### config.mk
export PLATFORM = sky130hd
export DESIGN_NAME = eight_bit_cpu_alu_with_flags_flat
export DESIGN_NICKNAME = d
export VERILOG_FILES = /design/src/hdl/cpualu_pkg.sv /design/src/hdl/cpualu_in_if.sv /design/src/hdl/cpualu_out_if.sv /design/src/hdl/eight_bit_cpu_alu_with_flags.sv /design/src/hdl/cpualu_core.sv /design/src/flat_wrapper.sv
export VERILOG_INCLUDE_DIRS = /design/src /design/src/hdl
export SDC_FILE = /design/constraint.sdc
export NUM_CORES = 1
export LEC_CHECK = 0
export BUFFER_PORTS_ARGS = -buffer_cell sky130_fd_sc_hd__buf_2
export CAP_MARGIN = 20
export CORE_UTILIZATION = 60
export CTS_BUF_LIST = sky130_fd_sc_hd__clkbuf_16
export DETAILED_ROUTE_END_ITERATION = 16
export PLACE_DENSITY_LB_ADDON = 0.3
export SLEW_MARGIN = 30
export SYNTH_ARGS = -nofsm -noshare
export SYNTH_HDL_FRONTEND = slang
export SYNTH_SLANG_ARGS = --single-unit
### constraint.sdc
create_clock -name clk -period 7.77 [get_ports clk]
set_clock_uncertainty 0.15 [all_clocks]
set_input_delay 0.777 -clock clk [delete_from_list [all_inputs] [get_ports clk]]
set_output_delay 0.777 -clock clk [all_outputs]
set_load 0.01 [all_outputs]
### src/hdl/eight_bit_cpu_alu_with_flags_macros.svh
// ----------------------------------------------------------------------------
// Assertion macros for the 8-bit CPU ALU
// Concurrent check helpers, same-cycle and next-cycle forms.
// ----------------------------------------------------------------------------
`ifndef EIGHT_BIT_CPU_ALU_WITH_FLAGS_MACROS_SVH
`define EIGHT_BIT_CPU_ALU_WITH_FLAGS_MACROS_SVH

// antecedent implies consequent in the same cycle
`define CPUALU_ASSERT_SAME(label, clk, rst, ante, cons) \
  label: assert property (@(posedge clk) disable iff (rst) (ante) |-> (cons)) \
    else $error("cpualu assertion failed");

// antecedent implies consequent in the next cycle
`define CPUALU_ASSERT_NEXT(label, clk, rst, ante, cons) \
  label: assert property (@(posedge clk) disable iff (rst) (ante) |=> (cons)) \
    else $error("cpualu assertion failed");

`endif

### src/hdl/cpualu_pkg.sv
// ----------------------------------------------------------------------------
// cpualu_pkg
// Types, operation codes and helpers shared by the ALU files.
// ----------------------------------------------------------------------------
package cpualu_pkg;

  typedef enum logic [4:0] {
    MODE_INC   = 5'd0,
    MODE_DEC   = 5'd1,
    MODE_ADD   = 5'd2,
    MODE_SUB   = 5'd3,
    MODE_CP    = 5'd4,
    MODE_AND   = 5'd5,
    MODE_XOR   = 5'd6,
    MODE_OR    = 5'd7,
    MODE_RLC   = 5'd8,
    MODE_RL    = 5'd9,
    MODE_RRC   = 5'd10,
    MODE_RR    = 5'd11,
    MODE_SLA   = 5'd12,
    MODE_SLL   = 5'd13,
    MODE_SRA   = 5'd14,
    MODE_SRL   = 5'd15,
    MODE_BIT   = 5'd16,
    MODE_RES   = 5'd17,
    MODE_SET   = 5'd18,
    MODE_ADD16 = 5'd19,
    MODE_ADC16 = 5'd20,
    MODE_SBC16 = 5'd21
  } mode_t;

  typedef struct packed {
    logic s;
    logic z;
    logic h;
    logic pv;
    logic n;
    logic c;
  } flags_t;

  typedef struct packed {
    logic [4:0]  mode;
    logic [7:0]  operand;
    logic        carry_in;
    logic [2:0]  bit_index;
    logic [15:0] wide_source;
    logic [15:0] wide_dest;
  } in_item_t;

  typedef struct packed {
    logic [15:0] result;
    logic [7:0]  accumulator;
    flags_t      flags;
  } out_item_t;

  localparam logic [7:0] BYTE_MAX_POS = 8'h7F;
  localparam logic [7:0] BYTE_MIN_NEG = 8'h80;

  // even parity: 1 when the count of ones is even
  function automatic logic even_parity(input logic [7:0] v);
    even_parity = ~^v;
  endfunction

endpackage

### src/hdl/cpualu_in_if.sv
// ----------------------------------------------------------------------------
// cpualu_in_if
// Request channel: one ALU operation per transfer.
// ----------------------------------------------------------------------------
interface cpualu_in_if;
  import cpualu_pkg::*;

  logic        valid;
  logic        ready;
  logic [4:0]  mode;
  logic [7:0]  operand;
  logic        carry_in;
  logic [2:0]  bit_index;
  logic [15:0] wide_source;
  logic [15:0] wide_dest;

  modport source (
    output valid, mode, operand, carry_in, bit_index, wide_source, wide_dest,
    input  ready
  );
  modport sink (
    input  valid, mode, operand, carry_in, bit_index, wide_source, wide_dest,
    output ready
  );
endinterface

### src/hdl/cpualu_out_if.sv
// ----------------------------------------------------------------------------
// cpualu_out_if
// Result channel: result value, accumulator and flags.
// ----------------------------------------------------------------------------
interface cpualu_out_if;
  import cpualu_pkg::*;

  logic        valid;
  logic        ready;
  logic [15:0] result;
  logic [7:0]  accumulator_out;
  logic        flag_sign;
  logic        flag_zero;
  logic        flag_half;
  logic        flag_parity_overflow;
  logic        flag_subtract;
  logic        flag_carry;

  modport source (
    output valid, result, accumulator_out, flag_sign, flag_zero, flag_half,
           flag_parity_overflow, flag_subtract, flag_carry,
    input  ready
  );
  modport sink (
    input  valid, result, accumulator_out, flag_sign, flag_zero, flag_half,
           flag_parity_overflow, flag_subtract, flag_carry,
    output ready
  );
endinterface

### src/hdl/eight_bit_cpu_alu_with_flags.sv
// ----------------------------------------------------------------------------
// eight_bit_cpu_alu_with_flags
// 8-bit CPU ALU with accumulator and S/Z/H/PV/N/C flags, two-stage pipe.
// ----------------------------------------------------------------------------
// One request enters per clock when the result side keeps up: a request
// is captured in the operation register, then worked out in one combinational
// pass against the live accumulator and flags in the next cycle, and written
// to the result register together with the updated state. The state is
// updated in the same edge that loads the result register, so the following
// request, one stage behind, already sees it; there is no forwarding path and
// no bubble between dependent operations. Sustained rate is one request per
// cycle, limited by the single ALU pass (8-bit and 16-bit adders and the
// result mux). When the result consumer stalls, the two registers fill and
// ready drops; nothing is lost or replayed. Accumulator and flags reset to
// zero. Undefined modes (22-31) return 0 and leave the state alone.
// ----------------------------------------------------------------------------
module eight_bit_cpu_alu_with_flags (
  input logic          clk,
  input logic          rst,
  cpualu_in_if.sink    op_chan,
  cpualu_out_if.source res_chan
);
  import cpualu_pkg::*;

  `include "eight_bit_cpu_alu_with_flags_macros.svh"

  // architectural state
  logic [7:0] accumulator;
  flags_t     flags;

  // operation register (stage 1)
  logic       op_valid;
  in_item_t   op_item;

  // result register (stage 2)
  logic       res_valid;
  out_item_t  res_item;

  out_item_t  outcome;
  logic       res_free;
  logic       op_move;
  logic       op_take;

  // stage 2 frees when empty or drained this cycle
  assign res_free = !res_valid || res_chan.ready;
  // stage 1 retires into stage 2; state commits at the same edge
  assign op_move  = op_valid && res_free;
  assign op_take  = op_chan.valid && op_chan.ready;

  assign op_chan.ready = !op_valid || res_free;

  cpualu_core u_core (
    .item        (op_item),
    .accumulator (accumulator),
    .flags       (flags),
    .outcome     (outcome)
  );

  // control and state
  always_ff @(posedge clk) begin
    if (rst) begin
      op_valid    <= 1'b0;
      res_valid   <= 1'b0;
      accumulator <= 8'd0;
      flags       <= '0;
    end else begin
      if (op_chan.ready) begin
        op_valid <= op_chan.valid;
      end
      if (res_free) begin
        res_valid <= op_valid;
      end
      if (op_move) begin
        accumulator <= outcome.accumulator;
        flags       <= outcome.flags;
      end
    end
  end

  // payload
  always_ff @(posedge clk) begin
    if (op_take) begin
      op_item.mode        <= op_chan.mode;
      op_item.operand     <= op_chan.operand;
      op_item.carry_in    <= op_chan.carry_in;
      op_item.bit_index   <= op_chan.bit_index;
      op_item.wide_source <= op_chan.wide_source;
      op_item.wide_dest   <= op_chan.wide_dest;
    end
    if (op_move) begin
      res_item <= outcome;
    end
  end

  assign res_chan.valid                = res_valid;
  assign res_chan.result               = res_item.result;
  assign res_chan.accumulator_out      = res_item.accumulator;
  assign res_chan.flag_sign            = res_item.flags.s;
  assign res_chan.flag_zero            = res_item.flags.z;
  assign res_chan.flag_half            = res_item.flags.h;
  assign res_chan.flag_parity_overflow = res_item.flags.pv;
  assign res_chan.flag_subtract        = res_item.flags.n;
  assign res_chan.flag_carry           = res_item.flags.c;

  // state only moves when an operation retires
  `CPUALU_ASSERT_NEXT(a_acc_hold, clk, rst, !op_move, $stable(accumulator) && $stable(flags))
  // response carries the state committed with it
  `CPUALU_ASSERT_NEXT(a_resp_state, clk, rst, op_move, res_chan.accumulator_out == accumulator)
  // compare never writes the accumulator
  `CPUALU_ASSERT_NEXT(a_cp_keeps_acc, clk, rst, op_move && (op_item.mode == MODE_CP), $stable(accumulator))

endmodule

### src/hdl/cpualu_core.sv
// ----------------------------------------------------------------------------
// cpualu_core
// Combinational datapath: one operation against the current accumulator/flags.
// ----------------------------------------------------------------------------
module cpualu_core (
  input  cpualu_pkg::in_item_t  item,
  input  logic [7:0]            accumulator,
  input  cpualu_pkg::flags_t    flags,
  output cpualu_pkg::out_item_t outcome
);
  import cpualu_pkg::*;

  logic [7:0]  a;
  logic [7:0]  op;
  logic        cc_sub;
  logic        cin16;
  logic [7:0]  inc_r;
  logic [7:0]  dec_r;
  logic [8:0]  add_sum;
  logic [4:0]  add_low;
  logic [8:0]  sub_diff;
  logic [4:0]  sub_low;
  logic [16:0] add16_sum;
  logic [12:0] add16_low;
  logic [16:0] sbc16_diff;
  logic [12:0] sbc16_low;
  logic [7:0]  bit_mask;
  logic [7:0]  r8;
  logic [15:0] r16;
  logic [7:0]  acc_next;
  flags_t      f;
  logic        new_c;
  mode_t       mode;

  assign a    = accumulator;
  assign op   = item.operand;
  assign mode = mode_t'(item.mode);

  // cp ignores the extra borrow; adc16 takes the stored carry
  assign cc_sub = (mode == MODE_SUB) ? item.carry_in : 1'b0;
  assign cin16  = (mode == MODE_ADC16) ? flags.c : 1'b0;

  assign inc_r    = op + 8'd1;
  assign dec_r    = op - 8'd1;
  assign add_sum  = {1'b0, a} + {1'b0, op} + {8'd0, item.carry_in};
  assign add_low  = {1'b0, a[3:0]} + {1'b0, op[3:0]} + {4'd0, item.carry_in};
  assign sub_diff = {1'b0, a} - {1'b0, op} - {8'd0, cc_sub};
  assign sub_low  = {1'b0, a[3:0]} - {1'b0, op[3:0]} - {4'd0, cc_sub};

  assign add16_sum  = {1'b0, item.wide_dest} + {1'b0, item.wide_source}
                      + {16'd0, cin16};
  assign add16_low  = {1'b0, item.wide_dest[11:0]} + {1'b0, item.wide_source[11:0]}
                      + {12'd0, cin16};
  // half borrow uses the stored carry flag
  assign sbc16_diff = {1'b0, item.wide_dest} - {1'b0, item.wide_source}
                      - {16'd0, flags.c};
  assign sbc16_low  = {1'b0, item.wide_dest[11:0]} - {1'b0, item.wide_source[11:0]}
                      - {12'd0, flags.c};

  assign bit_mask = 8'd1 << item.bit_index;

  always_comb begin
    f        = flags;
    acc_next = a;
    r8       = 8'd0;
    r16      = 16'd0;
    new_c    = 1'b0;
    case (mode)
      MODE_INC, MODE_DEC: begin
        r8   = (mode == MODE_INC) ? inc_r : dec_r;
        f.n  = (mode == MODE_DEC);
        f.pv = (mode == MODE_INC) ? (op == BYTE_MAX_POS) : (op == BYTE_MIN_NEG);
        f.h  = (mode == MODE_INC) ? (op[3:0] == 4'hF) : (op[3:0] == 4'h0);
        f.s  = r8[7];
        f.z  = (r8 == 8'd0);
        r16  = {8'd0, r8};
      end
      MODE_ADD: begin
        r8       = add_sum[7:0];
        f.c      = add_sum[8];
        f.n      = 1'b0;
        f.h      = add_low[4];
        f.pv     = (a[7] ^ r8[7]) & (op[7] ^ r8[7]);
        f.s      = r8[7];
        f.z      = (r8 == 8'd0);
        acc_next = r8;
        r16      = {8'd0, r8};
      end
      MODE_SUB, MODE_CP: begin
        r8   = sub_diff[7:0];
        f.c  = sub_diff[8];
        f.n  = 1'b1;
        f.h  = sub_low[4];
        f.pv = (a[7] ^ op[7]) & (a[7] ^ r8[7]);
        f.s  = r8[7];
        f.z  = (r8 == 8'd0);
        if (mode == MODE_SUB) begin
          acc_next = r8;
        end
        r16  = {8'd0, r8};
      end
      MODE_AND, MODE_XOR, MODE_OR: begin
        r8       = (mode == MODE_AND) ? (a & op) :
                   (mode == MODE_XOR) ? (a ^ op) : (a | op);
        f.h      = (mode == MODE_AND);
        f.c      = 1'b0;
        f.n      = 1'b0;
        f.pv     = even_parity(r8);
        f.s      = r8[7];
        f.z      = (r8 == 8'd0);
        acc_next = r8;
        r16      = {8'd0, r8};
      end
      MODE_RLC, MODE_RL, MODE_RRC, MODE_RR,
      MODE_SLA, MODE_SLL, MODE_SRA, MODE_SRL: begin
        case (mode)
          MODE_RLC: begin new_c = op[7]; r8 = {op[6:0], op[7]};    end
          MODE_RL:  begin new_c = op[7]; r8 = {op[6:0], flags.c};  end
          MODE_RRC: begin new_c = op[0]; r8 = {op[0], op[7:1]};    end
          MODE_RR:  begin new_c = op[0]; r8 = {flags.c, op[7:1]};  end
          MODE_SLA: begin new_c = op[7]; r8 = {op[6:0], 1'b0};     end
          MODE_SLL: begin new_c = op[7]; r8 = {op[6:0], 1'b1};     end
          MODE_SRA: begin new_c = op[0]; r8 = {op[7], op[7:1]};    end
          default:  begin new_c = op[0]; r8 = {1'b0, op[7:1]};     end
        endcase
        f.c  = new_c;
        f.n  = 1'b0;
        f.h  = 1'b0;
        f.pv = even_parity(r8);
        f.s  = r8[7];
        f.z  = (r8 == 8'd0);
        r16  = {8'd0, r8};
      end
      MODE_BIT: begin
        f.n = 1'b0;
        f.h = 1'b1;
        f.z = ~op[item.bit_index];
        r16 = {8'd0, op};
      end
      MODE_RES: begin
        r16 = {8'd0, op & ~bit_mask};
      end
      MODE_SET: begin
        r16 = {8'd0, op | bit_mask};
      end
      MODE_ADD16, MODE_ADC16: begin
        r16 = add16_sum[15:0];
        f.c = add16_sum[16];
        f.n = 1'b0;
        f.h = add16_low[12];
        if (mode == MODE_ADC16) begin
          f.pv = (item.wide_dest[15] ^ r16[15]) & (item.wide_source[15] ^ r16[15]);
          f.z  = (r16 == 16'd0);
          f.s  = r16[15];
        end
      end
      MODE_SBC16: begin
        r16  = sbc16_diff[15:0];
        f.c  = sbc16_diff[16];
        f.n  = 1'b1;
        f.h  = sbc16_low[12];
        f.pv = (item.wide_dest[15] ^ item.wide_source[15]) & (item.wide_dest[15] ^ r16[15]);
        f.z  = (r16 == 16'd0);
        f.s  = r16[15];
      end
      default: begin
        r16 = 16'd0;
      end
    endcase
  end

  assign outcome.result      = r16;
  assign outcome.accumulator = acc_next;
  assign outcome.flags       = f;

endmodule
### src/flat_wrapper.sv
// flat-port wrapper written by rule: the top's interface ports become plain ports
module eight_bit_cpu_alu_with_flags_flat import cpualu_pkg::*;
  (clk, rst, op_chan_valid, op_chan_mode, op_chan_operand, op_chan_carry_in, op_chan_bit_index, op_chan_wide_source, op_chan_wide_dest, op_chan_ready, res_chan_valid, res_chan_result, res_chan_accumulator_out, res_chan_flag_sign, res_chan_flag_zero, res_chan_flag_half, res_chan_flag_parity_overflow, res_chan_flag_subtract, res_chan_flag_carry, res_chan_ready);
  cpualu_in_if op_chan_i ();
  cpualu_out_if res_chan_i ();
  input logic clk;
  input logic rst;
  input wire logic [$bits(op_chan_i.valid)-1:0] op_chan_valid;
  input wire logic [$bits(op_chan_i.mode)-1:0] op_chan_mode;
  input wire logic [$bits(op_chan_i.operand)-1:0] op_chan_operand;
  input wire logic [$bits(op_chan_i.carry_in)-1:0] op_chan_carry_in;
  input wire logic [$bits(op_chan_i.bit_index)-1:0] op_chan_bit_index;
  input wire logic [$bits(op_chan_i.wide_source)-1:0] op_chan_wide_source;
  input wire logic [$bits(op_chan_i.wide_dest)-1:0] op_chan_wide_dest;
  output wire logic [$bits(op_chan_i.ready)-1:0] op_chan_ready;
  output wire logic [$bits(res_chan_i.valid)-1:0] res_chan_valid;
  output wire logic [$bits(res_chan_i.result)-1:0] res_chan_result;
  output wire logic [$bits(res_chan_i.accumulator_out)-1:0] res_chan_accumulator_out;
  output wire logic [$bits(res_chan_i.flag_sign)-1:0] res_chan_flag_sign;
  output wire logic [$bits(res_chan_i.flag_zero)-1:0] res_chan_flag_zero;
  output wire logic [$bits(res_chan_i.flag_half)-1:0] res_chan_flag_half;
  output wire logic [$bits(res_chan_i.flag_parity_overflow)-1:0] res_chan_flag_parity_overflow;
  output wire logic [$bits(res_chan_i.flag_subtract)-1:0] res_chan_flag_subtract;
  output wire logic [$bits(res_chan_i.flag_carry)-1:0] res_chan_flag_carry;
  input wire logic [$bits(res_chan_i.ready)-1:0] res_chan_ready;
  assign op_chan_i.valid = op_chan_valid;
  assign op_chan_i.mode = op_chan_mode;
  assign op_chan_i.operand = op_chan_operand;
  assign op_chan_i.carry_in = op_chan_carry_in;
  assign op_chan_i.bit_index = op_chan_bit_index;
  assign op_chan_i.wide_source = op_chan_wide_source;
  assign op_chan_i.wide_dest = op_chan_wide_dest;
  assign op_chan_ready = op_chan_i.ready;
  assign res_chan_valid = res_chan_i.valid;
  assign res_chan_result = res_chan_i.result;
  assign res_chan_accumulator_out = res_chan_i.accumulator_out;
  assign res_chan_flag_sign = res_chan_i.flag_sign;
  assign res_chan_flag_zero = res_chan_i.flag_zero;
  assign res_chan_flag_half = res_chan_i.flag_half;
  assign res_chan_flag_parity_overflow = res_chan_i.flag_parity_overflow;
  assign res_chan_flag_subtract = res_chan_i.flag_subtract;
  assign res_chan_flag_carry = res_chan_i.flag_carry;
  assign res_chan_i.ready = res_chan_ready;
  eight_bit_cpu_alu_with_flags u_core (.clk(clk), .rst(rst), .op_chan(op_chan_i), .res_chan(res_chan_i));
endmodule
Yosys cells after proc, flatten, opt, wreduce, memory -nomap -nowiden:

Index checks and enable logic that the tools add are counted.

* flip-flop bits (word level): 95

* add/sub/neg operators: 18
* magnitude comparators: 1
* eq/ne operators: 24
* shift operators: 1
* multiplexer cells: 22
* bitwise operators: 19
* reductions and logical operators: 25

Operators with widths (count)
* $pmux 16 s10: 1
* $pmux 8 s7: 1
* $eq 5x4->1 const B: 8
* $logic_not 8->1: 5
* $mux 8: 5
* $logic_not 16->1: 2
* $eq 5x5->1 const B: 6
* $pmux 8 s3: 1
* $eq 5x3->1 const B: 4
* $add 16x16->17: 1
* $add 17x1->17: 1
* $sub 16x16->17: 1
* $sub 17x1->17: 1
* $and 8x8->8: 2
* $or 8x8->8: 2
* $pmux 2 s8: 1
* $reduce_xnor 8->1: 2
* $reduce_or 15->1: 1
* $pmux 1 s7: 2
* $add 12x12->13: 1
* $add 13x1->13: 1
* $sub 12x12->13: 1
* $sub 13x1->13: 1
* $eq 5x2->1 const B: 2
* other kinds (35): 57

Logic depth before layout (Yosys ltp):

Gate-level depths: netlist of run 1.

* word-level depth: 7
* gate-level depth with buffers: 17
* depth with buffers taken out: 15

By module:

Synthesis of run 1 repeated with hierarchy kept, for this count alone.

* cells, all modules: 907
* area total of the unflattened synthesis: 8370.5 µm²

By module, submodules not included
* cpualu_core: times used 1, cells each 757, area an instance 5272.6 µm², seq. area each 0.0 µm²
* eight_bit_cpu_alu_with_flags: times used 1, cells each 150, area an instance 3098.0 µm², seq. area each 2692.6 µm²

Worst setup path after synthesis of run 1:

Ideal clock, no wire load.

* kind: register to register
* from: register, netlist name u_core.op_item[44]
* to: register u_core.res_item, in the netlist u_core.res_chan.flag_sign (data pin)
* library setup time: 266 ps
* arrival time: 4150 ps
* required time: 7354 ps
* setup slack: 3204 ps
* cell stages (with the launch flop): 17
* path buffers: 2
* cells stage by stage: edfxtp_1 clkbuf_1 clkbuf_1 nand2b_1 nor4_1 nand2_1 fa_1 inv_1 ha_1 o21ai_0 a21oi_1 o2111ai_1 nor3b_1 o31ai_1 or3_1 nor4bb_1 nor2_1

RTL lines
* end signal, assigned: RTL line eight_bit_cpu_alu_with_flags.sv:91 `res_item <= outcome;`
* end, declared: RTL line eight_bit_cpu_alu_with_flags.sv:37 `out_item_t res_item;`

==> results.json, run 1 <==
{
  "initial_cell_density_of_the_core_pct": 61.9,
  "dieArea_mm2": 0.0143,
  "drt_first_iter_violations": 821,
  "io-pin-count": 85,
  "pre_cts_ws_ns": 3.20,
  "utilization_pct": 68.2,
  "fmax_mhz": 207,
  "final_antenna_net_count": 0,
  "die_width_um": 119,
  "globalplace.congestion": 1.03,
  "compound_cell_area_share_of_the_yosys_netlist_pct": 20.7,
  "irDropWorstVdd_mv": 0.174,
  "clock_power_share_pct": 28.4,
  "critPathMaxStageDelay_ns": 0.94,
  "critical_path.startpoint_type": "flip-flop",
  "combinational_family_with_the_most_area_after_synthesis": "compound AO/OA/AOI/OAI gates",
  "htreeDepth": 3,
  "timing.critical_path.max_delay_family": "compound AO/OA/AOI/OAI gates",
  "vias_after_detailed_routing": 7413,
  "setup.reg_to_reg.worst_slack_ns": 2.95,
  "timing_worst_slew_pin_value_ns": 1.03,
  "postCtsHoldBufs": 0,
  "largest_net_degree_at_the_start_of_global_routing": 50,
  "syn-cell-area_mm2": 0.00827,
  "cp.required_ns": 7.86,
  "ys_async_sr_fraction_pct": 0,
  "sequentialPowerShare_pct": 39.8,
  "synth_seq_area_share_pct": 32.6,
  "clk-insertion-delay-late_ns": 0.36,
  "internal_power_uw": 1030,
  "number_of_global_route_vias_before_repair": 6631,
  "drc": 0,
  "ctsLongestPathBuffers": 2,
  "die_height_um": 119,
  "timing.max_cap.violations": 0,
  "synthesis.area_per_instance_um2": 9.06,
  "cts_root_buf": "sky130_fd_sc_hd__clkbuf_16",
  "report.final.setup_viol": 0,
  "post_cts.repair.setup_buffers": 0,
  "cts-resized-gates": 0,
  "grt_util_all_layers_pct": 32.6,
  "finalWorstSetupSlack_ns": 2.95,
  "cts_tree": "built",
  "critPathKind": "flip-flop to flip-flop",
  "p_per_area_mw_per_mm2": 171,
  "antenna_cells_inserted": 0,
  "switching_share_pct": 33.8,
  "netlist_instances": 913,
  "pwr-share-comb_pct": 31.8,
  "arrival_ns": 4.91,
  "crit_path_max_fanout": 19,
  "dr.pass1.iters": 6,
  "route.detailed.wl_per_inst_um": 19.6,
  "rsz0062_at_grt": "no",
  "net-switching-power_uw": 526,
  "yosysUniqueCellTypes": 78,
  "buffers_and_inverters_on_the_worst_path": 1,
  "core_area_mm2": 0.0133,
  "slew_limit_headroom_pct": 29.9,
  "edff_count_synth": 79,
  "synth.mux.area_fraction_pct": 3.22,
  "timing_max_transition_violations_final": 0,
  "tritoncts_num_sinks": 95,
  "final_hold_viol_count": 0,
  "drt-total-wl_um": 22800,
  "synth.yosys.warnings": 0,
  "outcome": "complete, no violations",
  "synthFlopType": "sky130_fd_sc_hd__edfxtp_1",
  "ffs_latches_synth": 95,
  "area_share_of_and_or_nand_nor_cells_after_synthesis_pct": 17.5,
  "cts_made_buffers": 9,
  "place_hpwl_um": 17400,
  "flow.area_growth_from_synthesis_pct": 10.1,
  "cp_slowest_cell": "sky130_fd_sc_hd__a2111oi_0",
  "time_the_final_worst_path_needs_with_i_o_delays_and_setup_ns": 4.82,
  "timing.setup.tns_ns": 0,
  "drive_gt1_share_pct": 12.7,
  "static-leakage-power_uw": 0.00383,
  "class_of_the_tightest_hold_or_removal_check": "flip-flop to flip-flop",
  "wire_length_of_the_first_global_routing_pass_um": 35500,
  "design_power_total_uw": 1560,
  "final.fill_count": 1122,
  "num_rows": 42,
  "clk_pin_slew_worst_paths_ns": 0.07,
  "globalRouteOverflowTotal": 0,
  "synthesis.nets": 1065,
  "worst_hold_slack_ns": 0.338,
  "path_cells": "nand2b_1 > nor3_1 > buf_4 > nand2_1 > fa_1 > fa_1 > o21bai_1 > a2111oi_0 > o211ai_1 > a31oi_1 > mux2i_1 > nand4_1 > nand4b_1 > a31oi_1 > o211a_1",
  "min_period_over_period_pct": 62.1,
  "final_net_count": 1131,
  "portbufs": 84,
  "synth-adder-area-share_pct": 15.8,
  "synth_xor_xnor_area_share_pct": 4.77,
  "routed_via_density": 6.39,
  "crit_path_end_kind": "flip-flop",
  "grt_antenna_before_repair": 0
}
[per-stage QoR]
step,instances,cell area [µm²]
2_1_floorplan,913,8270
3_3_place_gp,1144,8810
3_5_place_dp,1144,8810
4_1_cts,1160,9100
5_1_grt,1160,9100
6_report,1160,9100
[path summary, 6_finish.rpt]
check,to,startpoint,cells after the start
setup reg to reg,u_core.res_chan.flag_zero,u_core.op_item[44],15
setup / recovery,u_core.res_chan.flag_zero,u_core.op_item[44],15
hold / removal,u_core.flags[3],u_core.flags[3],2
hold reg to reg,u_core.flags[3],u_core.flags[3],2
[flip-flops by register name, summed over array words and instances (netlist names), 6 cells and up]
name	flops
u_core.accumulator	8
u_core.flags	6
u_core.op_item	49
u_core.res_chan.accumulator_out	8
u_core.res_chan.result	16
[cells by family (layout without fill, tap and decap cells)]
| group | count (synthesis) | count (layout) |
|---|---|---|
| buffers and inverters | 117 | 188 |
| adder cells (fa/ha/maj) | 99 | 99 |
| multiplexers | 24 | 24 |
| flip-flops | 95 | 95 |
| AO/OA/AOI/OAI | 251 | 251 |
| AND/OR/NAND/NOR | 282 | 282 |
| XOR/XNOR | 45 | 45 |
[placed cells by master (no fill, tap or decap), types with 7 or more instances in the layout]
cell type and instances:
sky130_fd_sc_hd__a211oi_1 12, sky130_fd_sc_hd__a21o_1 11, sky130_fd_sc_hd__a21oi_1 64, sky130_fd_sc_hd__a31oi_1 7, sky130_fd_sc_hd__and2_1 7, sky130_fd_sc_hd__and3_1 7
sky130_fd_sc_hd__buf_2 84, sky130_fd_sc_hd__clkbuf_16 9, sky130_fd_sc_hd__dfxtp_1 16, sky130_fd_sc_hd__edfxtp_1 79, sky130_fd_sc_hd__fa_1 9, sky130_fd_sc_hd__ha_1 90
sky130_fd_sc_hd__inv_1 82, sky130_fd_sc_hd__mux2i_1 21, sky130_fd_sc_hd__nand2_1 57, sky130_fd_sc_hd__nand2b_1 11, sky130_fd_sc_hd__nand3_1 19, sky130_fd_sc_hd__nand4_1 9
sky130_fd_sc_hd__nor2_1 77, sky130_fd_sc_hd__nor2b_1 19, sky130_fd_sc_hd__nor3_1 20, sky130_fd_sc_hd__nor4_1 14, sky130_fd_sc_hd__o211ai_1 8, sky130_fd_sc_hd__o21a_1 8
sky130_fd_sc_hd__o21ai_0 46, sky130_fd_sc_hd__o22ai_1 15, sky130_fd_sc_hd__or2_2 9, sky130_fd_sc_hd__or3_1 7, sky130_fd_sc_hd__xnor2_1 31, sky130_fd_sc_hd__xor2_1 14
[cell type report]
cell class / instances / area, µm² / share of cell area (%)
Timing Repair Buffer: 90 / 465 / 5.11
Inverter: 82 / 308 / 3.38
Clock buffer: 9 / 225 / 2.47
Clock inverter: 7 / 65.1 / 0.715
Multi-Input combinational cell: 701 / 5130 / 56.3
Tap cell: 176 / 220 / 2.42
Sequential cell: 95 / 2690 / 29.6
[worst register-to-register path, cell delays in order (launching register included)]
cell,delay [ns]
sky130_fd_sc_hd__edfxtp_1,0.75
sky130_fd_sc_hd__nand2b_1,0.26
sky130_fd_sc_hd__nor3_1,0.06
sky130_fd_sc_hd__buf_4,0.18
sky130_fd_sc_hd__nand2_1,0.08
sky130_fd_sc_hd__fa_1,0.22
sky130_fd_sc_hd__fa_1,0.22
sky130_fd_sc_hd__o21bai_1,0.11
sky130_fd_sc_hd__a2111oi_0,0.94
sky130_fd_sc_hd__o211ai_1,0.33
sky130_fd_sc_hd__a31oi_1,0.36
sky130_fd_sc_hd__mux2i_1,0.28
sky130_fd_sc_hd__nand4_1,0.10
sky130_fd_sc_hd__nand4b_1,0.26
sky130_fd_sc_hd__a31oi_1,0.24
sky130_fd_sc_hd__o211a_1,0.16
[routing by layer]
| metal | global-route usage, % | wire length (µm) | vias to the layer above |
|---|---|---|---|
| met5 | 0 | 0 | - |
| met4 | 12.0 | 564 | 0 |
| met3 | 5.99 | 2200 | 50 |
| met2 | 47.7 | 9800 | 415 |
| met1 | 47.7 | 10200 | 3446 |
| li1 | - | - | 3502 |
[cell usage after synthesis, types with 6 or more instances]
cell | count | share of area (%)
sky130_fd_sc_hd__o21a_1 | 8 | 0.73
sky130_fd_sc_hd__a31oi_1 | 7 | 0.53
sky130_fd_sc_hd__ha_1 | 90 | 14
sky130_fd_sc_hd__nand2_1 | 57 | 2.6
sky130_fd_sc_hd__o21ai_0 | 46 | 2.8
sky130_fd_sc_hd__or3_1 | 7 | 0.53
sky130_fd_sc_hd__o21bai_1 | 6 | 0.54
sky130_fd_sc_hd__xor2_1 | 14 | 1.5
sky130_fd_sc_hd__nand2b_1 | 11 | 0.83
sky130_fd_sc_hd__nor4_1 | 14 | 1.1
sky130_fd_sc_hd__mux2i_1 | 21 | 2.5
sky130_fd_sc_hd__and2_1 | 8 | 0.61
sky130_fd_sc_hd__nor3_1 | 20 | 1.2
sky130_fd_sc_hd__o22ai_1 | 15 | 1.1
sky130_fd_sc_hd__a211oi_1 | 12 | 1.1
sky130_fd_sc_hd__o211a_1 | 6 | 0.73
sky130_fd_sc_hd__or2_2 | 9 | 0.68
sky130_fd_sc_hd__a21oi_1 | 64 | 3.9
sky130_fd_sc_hd__xnor2_1 | 31 | 3.3
sky130_fd_sc_hd__and3_1 | 7 | 0.53
sky130_fd_sc_hd__fa_1 | 9 | 2.2
sky130_fd_sc_hd__nor3b_1 | 6 | 0.54
sky130_fd_sc_hd__nor2b_1 | 19 | 1.4
sky130_fd_sc_hd__o211ai_1 | 8 | 0.73
sky130_fd_sc_hd__dfxtp_1 | 16 | 3.9
sky130_fd_sc_hd__edfxtp_1 | 79 | 29
sky130_fd_sc_hd__a21o_1 | 11 | 1.0
sky130_fd_sc_hd__clkbuf_1 | 29 | 1.3
sky130_fd_sc_hd__nor2_1 | 77 | 3.5
sky130_fd_sc_hd__a22oi_1 | 6 | 0.54
sky130_fd_sc_hd__nand4_1 | 9 | 0.68
sky130_fd_sc_hd__inv_1 | 81 | 3.7
sky130_fd_sc_hd__nand3_1 | 19 | 1.2
[power groups by stage]
stage	logic, µW	registers [µW]	clock network (µW)
3_3_place_gp	470	627	0
2_1_floorplan	358	619	0
5_1_grt	536	622	465
3_5_place_dp	479	629	0
6_report	494	619	443
4_1_cts	484	618	448
(Power assumes the default switching activity.)
==> inputs of run 2 (changes only) <==
Clock period 7.77 ns to 4.52 ns, I/O delays scaled along.
==> results.json, run 2 (synthesis gave the netlist of run 1 again) <==
{
  "largest_reg_flops": 49,
  "slew_limit_headroom_pct": 35.7,
  "final_hold_viol_count": 0,
  "timing.rr.start": "u_core.op_item[47]",
  "crit_path_max_fanout": 6,
  "static-leakage-power_uw": 0.00396,
  "flow.area_growth_from_synthesis_pct": 12.4,
  "timing.critical_path.max_delay_family": "compound AO/OA/AOI/OAI gates",
  "met1Wirelength_um": 10000,
  "cpMostUsedCell": "sky130_fd_sc_hd__fa_1",
  "dr_wl_met2_um": 10400,
  "grt_antenna_before_repair": 0,
  "cp_slowest_cell": "sky130_fd_sc_hd__edfxtp_1",
  "postCtsHoldBufs": 0,
  "wire_length_of_the_first_global_routing_pass_um": 38200,
  "class_of_the_tightest_hold_or_removal_check": "primary input to flip-flop",
  "largest_net_degree_at_the_start_of_global_routing": 50,
  "final.fill_count": 1061,
  "drt-total-wl_um": 24000,
  "io-pin-count": 85,
  "htreeDepth": 3,
  "rsz0062_at_grt": "no",
  "critical_path.startpoint_type": "flip-flop",
  "worst_r2r_endpoint": "u_core.res_chan.flag_zero",
  "core_area_mm2": 0.0133,
  "outcome": "complete, no violations",
  "fmax_mhz": 235,
  "combined_area_of_the_multi_input_logic_cells_mm2": 0.00514,
  "die_height_um": 119,
  "antenna_cells_inserted": 0,
  "route.top_layer_used": "met4",
  "min_delay_path_depth": 1,
  "globalplace.congestion": 1.01,
  "worstHoldStart": "op_chan_wide_dest[10]",
  "utilization_pct": 69.6,
  "initial_cell_density_of_the_core_pct": 61.9,
  "cp.required_ns": 4.61,
  "timing.reg2reg.worst_path_depth": 14,
  "tritoncts_num_sinks": 95,
  "clk-insertion-delay-late_ns": 0.36,
  "number_of_global_route_vias_before_repair": 7289,
  "worstSetupStartpoint": "u_core.op_item[47]",
  "arrival_ns": 4.35,
  "routed_via_density": 6.51,
  "die_width_um": 119,
  "layout_common_cells": "sky130_fd_sc_hd__ha_1 (90), sky130_fd_sc_hd__buf_2 (84), sky130_fd_sc_hd__inv_1 (80), sky130_fd_sc_hd__edfxtp_1 (79), sky130_fd_sc_hd__nor2_1 (77)",
  "drt_first_iter_violations": 1123,
  "critPathKind": "flip-flop to flip-flop",
  "irDropWorstVdd_mv": 0.235,
  "vias_after_detailed_routing": 7698,
  "route.detailed.wl_per_inst_um": 20.2,
  "sequential_cell_area_mm2": 0.00269,
  "top_register": "u_core.op_item",
  "cts_made_buffers": 9,
  "critPathMaxStageDelay_ns": 0.48,
  "globalRouteOverflowTotal": 0,
  "dieArea_mm2": 0.0143,
  "dr.pass1.iters": 6,
  "drive_gt1_share_pct": 15.2,
  "crit_path_end_kind": "flip-flop",
  "time_the_final_worst_path_needs_with_i_o_delays_and_setup_ns": 4.26,
  "portbufs": 84,
  "grt_util_all_layers_pct": 35.0,
  "num_rows": 42,
  "buffers_and_inverters_on_the_worst_path": 0,
  "p_per_area_mw_per_mm2": 295,
  "final_net_count": 1154,
  "drc": 0,
  "timing.max_cap.violations": 0,
  "final_antenna_net_count": 0,
  "met3_length_um": 2740,
  "timing_max_transition_violations_final": 0,
  "whs_endpoint": "u_core.op_item[10]",
  "path_cells": "nand2b_1 > nor3_2 > nand2_1 > fa_1 > fa_1 > o21bai_1 > a2111oi_0 > o211ai_1 > a21o_1 > nand4_1 > nor4_1 > nand4b_1 > a31oi_1 > o211a_1",
  "timing.setup.tns_ns": 0,
  "cts_root_buf": "sky130_fd_sc_hd__clkbuf_16",
  "ctsLongestPathBuffers": 2,
  "timing_worst_slew_pin_value_ns": 0.940,
  "report.final.setup_viol": 0,
  "place_hpwl_um": 18300,
  "setup.reg_to_reg.worst_slack_ns": 0.26,
  "min_period_over_period_pct": 94.2,
  "cts_tree": "built",
  "most_frequent_standard_cell_in_the_layout_excluding_fill_and_tap_cells": "sky130_fd_sc_hd__ha_1",
  "clk_pin_slew_worst_paths_ns": 0.07
}
[run 2: cell types whose count changed in the layout (fill, tap and decap cells not counted), moves of 2 or more]
cell                         previous run  this run
sky130_fd_sc_hd__buf_4                  6        29
sky130_fd_sc_hd__clkinvlp_4             2         0
sky130_fd_sc_hd__inv_1                 82        80
sky130_fd_sc_hd__inv_4                  0         2
[run 2: how the worst max path moves through the flow]
stage / end / slack (ns) / depth (start not counted)
after detailed placement: u_core.res_chan.flag_zero / 0.33 / 14
after floorplan: u_core.res_chan.flag_sign / 0.18 / 16
after global routing: u_core.res_chan.flag_zero / 0.02 / 14
after CTS: u_core.res_chan.flag_zero / 0.30 / 14
final: u_core.res_chan.flag_zero / 0.26 / 14
after global placement: u_core.res_chan.flag_sign / 0.48 / 14
[run 2: through the flow]
step	power [µW]	std cells	instance area, µm²	hold WS [ns]	worst slack [ns]
global route	2860	1183	9290	0.106	0.0186
detailed placement	1930	1166	8980	0.319	0.331
floorplan	1680	913	8270	0.296	0.179
CTS	2720	1182	9280	0.105	0.305
global placement	1920	1166	8980	0.313	0.484
finish	2740	1183	9290	0.109	0.261
[run 2: worst register-to-register path, stage by stage, from the launching register on]
cell                        delay [ns]
sky130_fd_sc_hd__edfxtp_1         0.48
sky130_fd_sc_hd__nand2b_1         0.25
sky130_fd_sc_hd__nor3_2           0.23
sky130_fd_sc_hd__nand2_1          0.09
sky130_fd_sc_hd__fa_1             0.41
sky130_fd_sc_hd__fa_1             0.42
sky130_fd_sc_hd__o21bai_1         0.25
sky130_fd_sc_hd__a2111oi_0        0.24
sky130_fd_sc_hd__o211ai_1         0.37
sky130_fd_sc_hd__a21o_1           0.19
sky130_fd_sc_hd__nand4_1          0.09
sky130_fd_sc_hd__nor4_1           0.34
sky130_fd_sc_hd__nand4b_1         0.23
sky130_fd_sc_hd__a31oi_1          0.23
sky130_fd_sc_hd__o211a_1          0.15
[run 2: routing by layer]
layer	up-vias	GRT usage, %
met2	486	52.3
met3	67	7.81
met5	-	0
met4	0	15.4
li1	3540	-
met1	3605	48.6
[run 2: final cells by class]
cell class	count	share of cell area [%]
multi-input combinational	701	55.3
sequential	95	29.0
timing repair buffer	113	6.87
inverter	82	3.31
clock buffer	9	2.42
tap	176	2.37
clock inverter	7	0.741
[run 2: what timing repair did]
action | CTS | global route
gates resized for setup | 0 | 1
hold endpoints to repair | 0 | 0
buffers inserted | 0 | 1
setup endpoints to repair | 0 | 2
[run 2: power by group]
group          switching (µW)  internal [µW]
Sequential               35.0           1010
Combinational             555            354
Clock                     354            430
Total                     944           1790
==> inputs of run 3 (changes only) <==
Settings changed: HOLD_SLACK_MARGIN set to 0.12.
==> results.json, run 3 (synthesis gave the netlist of run 1 again) <==
{
  "final_net_count": 1191,
  "rsz0062_at_grt": "no",
  "cts_tree": "built",
  "top_register": "u_core.op_item",
  "ctsLongestPathBuffers": 2,
  "largest_net_degree_at_the_start_of_global_routing": 50,
  "antenna_cells_inserted": 0,
  "timing.reg2reg.worst_path_depth": 14,
  "report.final.setup_viol": 0,
  "vias_after_detailed_routing": 7779,
  "utilization_pct": 72.4,
  "final_hold_viol_count": 0,
  "drc": 0,
  "drt_first_iter_violations": 1185,
  "largest_reg_flops": 49,
  "drt-total-wl_um": 24400,
  "timing.setup.tns_ns": 0,
  "dr.pass1.iters": 6,
  "worst_r2r_endpoint": "u_core.res_chan.flag_zero",
  "dr_wl_met2_um": 10600,
  "flow.area_growth_from_synthesis_pct": 16.9,
  "worstHoldStart": "op_chan_bit_index[1]",
  "initial_cell_density_of_the_core_pct": 61.9,
  "met1Wirelength_um": 10300,
  "clk-insertion-delay-late_ns": 0.37,
  "cts_made_buffers": 9,
  "globalplace.congestion": 1.01,
  "outcome": "complete, no violations",
  "cts_root_buf": "sky130_fd_sc_hd__clkbuf_16",
  "crit_path_end_kind": "flip-flop",
  "stdcell_count": 1220,
  "class_of_the_tightest_hold_or_removal_check": "primary input to flip-flop",
  "clk_pin_slew_worst_paths_ns": 0.07,
  "timing.rr.start": "u_core.op_item[47]",
  "post-place-cells": 1166,
  "grt_util_all_layers_pct": 35.6,
  "min_period_over_period_pct": 92.8,
  "setup.reg_to_reg.worst_slack_ns": 0.32,
  "dieArea_mm2": 0.0143,
  "wire_length_of_the_first_global_routing_pass_um": 38900,
  "io-pin-count": 85,
  "time_the_final_worst_path_needs_with_i_o_delays_and_setup_ns": 4.20,
  "met3_length_um": 2740,
  "drive_gt1_share_pct": 14.7,
  "route.detailed.wl_per_inst_um": 20.0,
  "route.top_layer_used": "met4",
  "routed_via_density": 6.38,
  "num_rows": 42,
  "layout_common_cells": "sky130_fd_sc_hd__ha_1 (90), sky130_fd_sc_hd__buf_2 (84), sky130_fd_sc_hd__inv_1 (80), sky130_fd_sc_hd__edfxtp_1 (79), sky130_fd_sc_hd__nor2_1 (77)",
  "irDropWorstVdd_mv": 0.238,
  "timing_worst_slew_pin_value_ns": 0.927,
  "die_width_um": 119,
  "whs_endpoint": "u_core.op_item[33]",
  "die_height_um": 119,
  "slew_limit_headroom_pct": 36.6,
  "fmax_mhz": 238,
  "portbufs": 84,
  "p_per_area_mw_per_mm2": 286,
  "most_frequent_standard_cell_in_the_layout_excluding_fill_and_tap_cells": "sky130_fd_sc_hd__ha_1",
  "critPathKind": "flip-flop to flip-flop",
  "globalRouteOverflowTotal": 0,
  "number_of_global_route_vias_before_repair": 7443,
  "timing_max_transition_violations_final": 0,
  "cp.required_ns": 4.61,
  "place_hpwl_um": 18300,
  "core_area_mm2": 0.0133,
  "final_antenna_net_count": 0,
  "static-leakage-power_uw": 0.00411,
  "arrival_ns": 4.29,
  "crit_path_max_fanout": 6,
  "grt_antenna_before_repair": 0,
  "timing.max_cap.violations": 0,
  "tritoncts_num_sinks": 95,
  "min_delay_path_depth": 1,
  "htreeDepth": 3,
  "critical_path.startpoint_type": "flip-flop"
}
[run 3: final cells by class]
| class | instances | area, µm² |
|---|---|---|
| clock buffers | 9 | 225 |
| clock inverters | 7 | 68.8 |
| repair buffers | 150 | 1010 |
| flip-flops and latches | 95 | 2690 |
| multi-input cells | 701 | 5140 |
| well taps | 176 | 220 |
| inverters | 82 | 308 |
| fillers | 1010 | 3690 |
[run 3: layer usage]
metal  vias to the layer above  global-route usage [%]
met5                         -                       0
met1                      3631                    49.2
met4                         0                    15.5
met2                       466                    53.4
met3                        65                    8.09
li1                       3617                       -
[run 3: how the worst max path moves through the flow]
stage	end	slack, ns	from	cells past startpoint
global route	u_core.res_chan.flag_sign	0.01	u_core.op_item[44]	14
finish	u_core.res_chan.flag_zero	0.32	u_core.op_item[47]	14
floorplan	u_core.res_chan.flag_sign	0.18	u_core.op_item[44]	16
detailed placement	u_core.res_chan.flag_zero	0.33	u_core.op_item[47]	14
CTS	u_core.res_chan.flag_zero	0.30	u_core.op_item[47]	14
global placement	u_core.res_chan.flag_sign	0.48	u_core.op_item[44]	14
[run 3: timing repair]
action	CTS	global route
gates resized for setup	0	1
setup buffers	0	1
hold endpoints to repair	37	0
hold buffers	37	0
endpoints found under the setup margin	0	2
[run 3: worst max-delay path: stages (launching register included)]
cell and delay [ns]:
sky130_fd_sc_hd__edfxtp_1 0.49, sky130_fd_sc_hd__nand2b_1 0.25, sky130_fd_sc_hd__nor3_2 0.23, sky130_fd_sc_hd__nand2_1 0.09
sky130_fd_sc_hd__fa_1 0.40, sky130_fd_sc_hd__fa_1 0.42, sky130_fd_sc_hd__o21bai_1 0.23, sky130_fd_sc_hd__a2111oi_0 0.23
sky130_fd_sc_hd__o211ai_1 0.37, sky130_fd_sc_hd__a21o_1 0.19, sky130_fd_sc_hd__nand4_1 0.09, sky130_fd_sc_hd__nor4_1 0.32
sky130_fd_sc_hd__nand4b_1 0.22, sky130_fd_sc_hd__a31oi_1 0.23, sky130_fd_sc_hd__o211a_1 0.15
[run 3: report_power, final]
| group | internal, µW | leakage (µW) | switching, µW |
|---|---|---|---|
| Combinational | 375 | 0.00307 | 558 |
| Sequential | 1010 | 0.000890 | 35.4 |
| Clock | 430 | 0.000151 | 353 |
| Total | 1810 | 0.00411 | 947 |
[run 3: per-stage QoR]
stage	worst slack [ns]	instance area, µm²	total power [µW]	hold slack (ns)
floorplan	0.179	8270	1680	0.296
global placement	0.484	8980	1920	0.313
detailed placement	0.331	8980	1930	0.319
CTS	0.305	9650	2740	0.120
global route	0.0136	9660	2880	0.120
finish	0.325	9660	2760	0.122
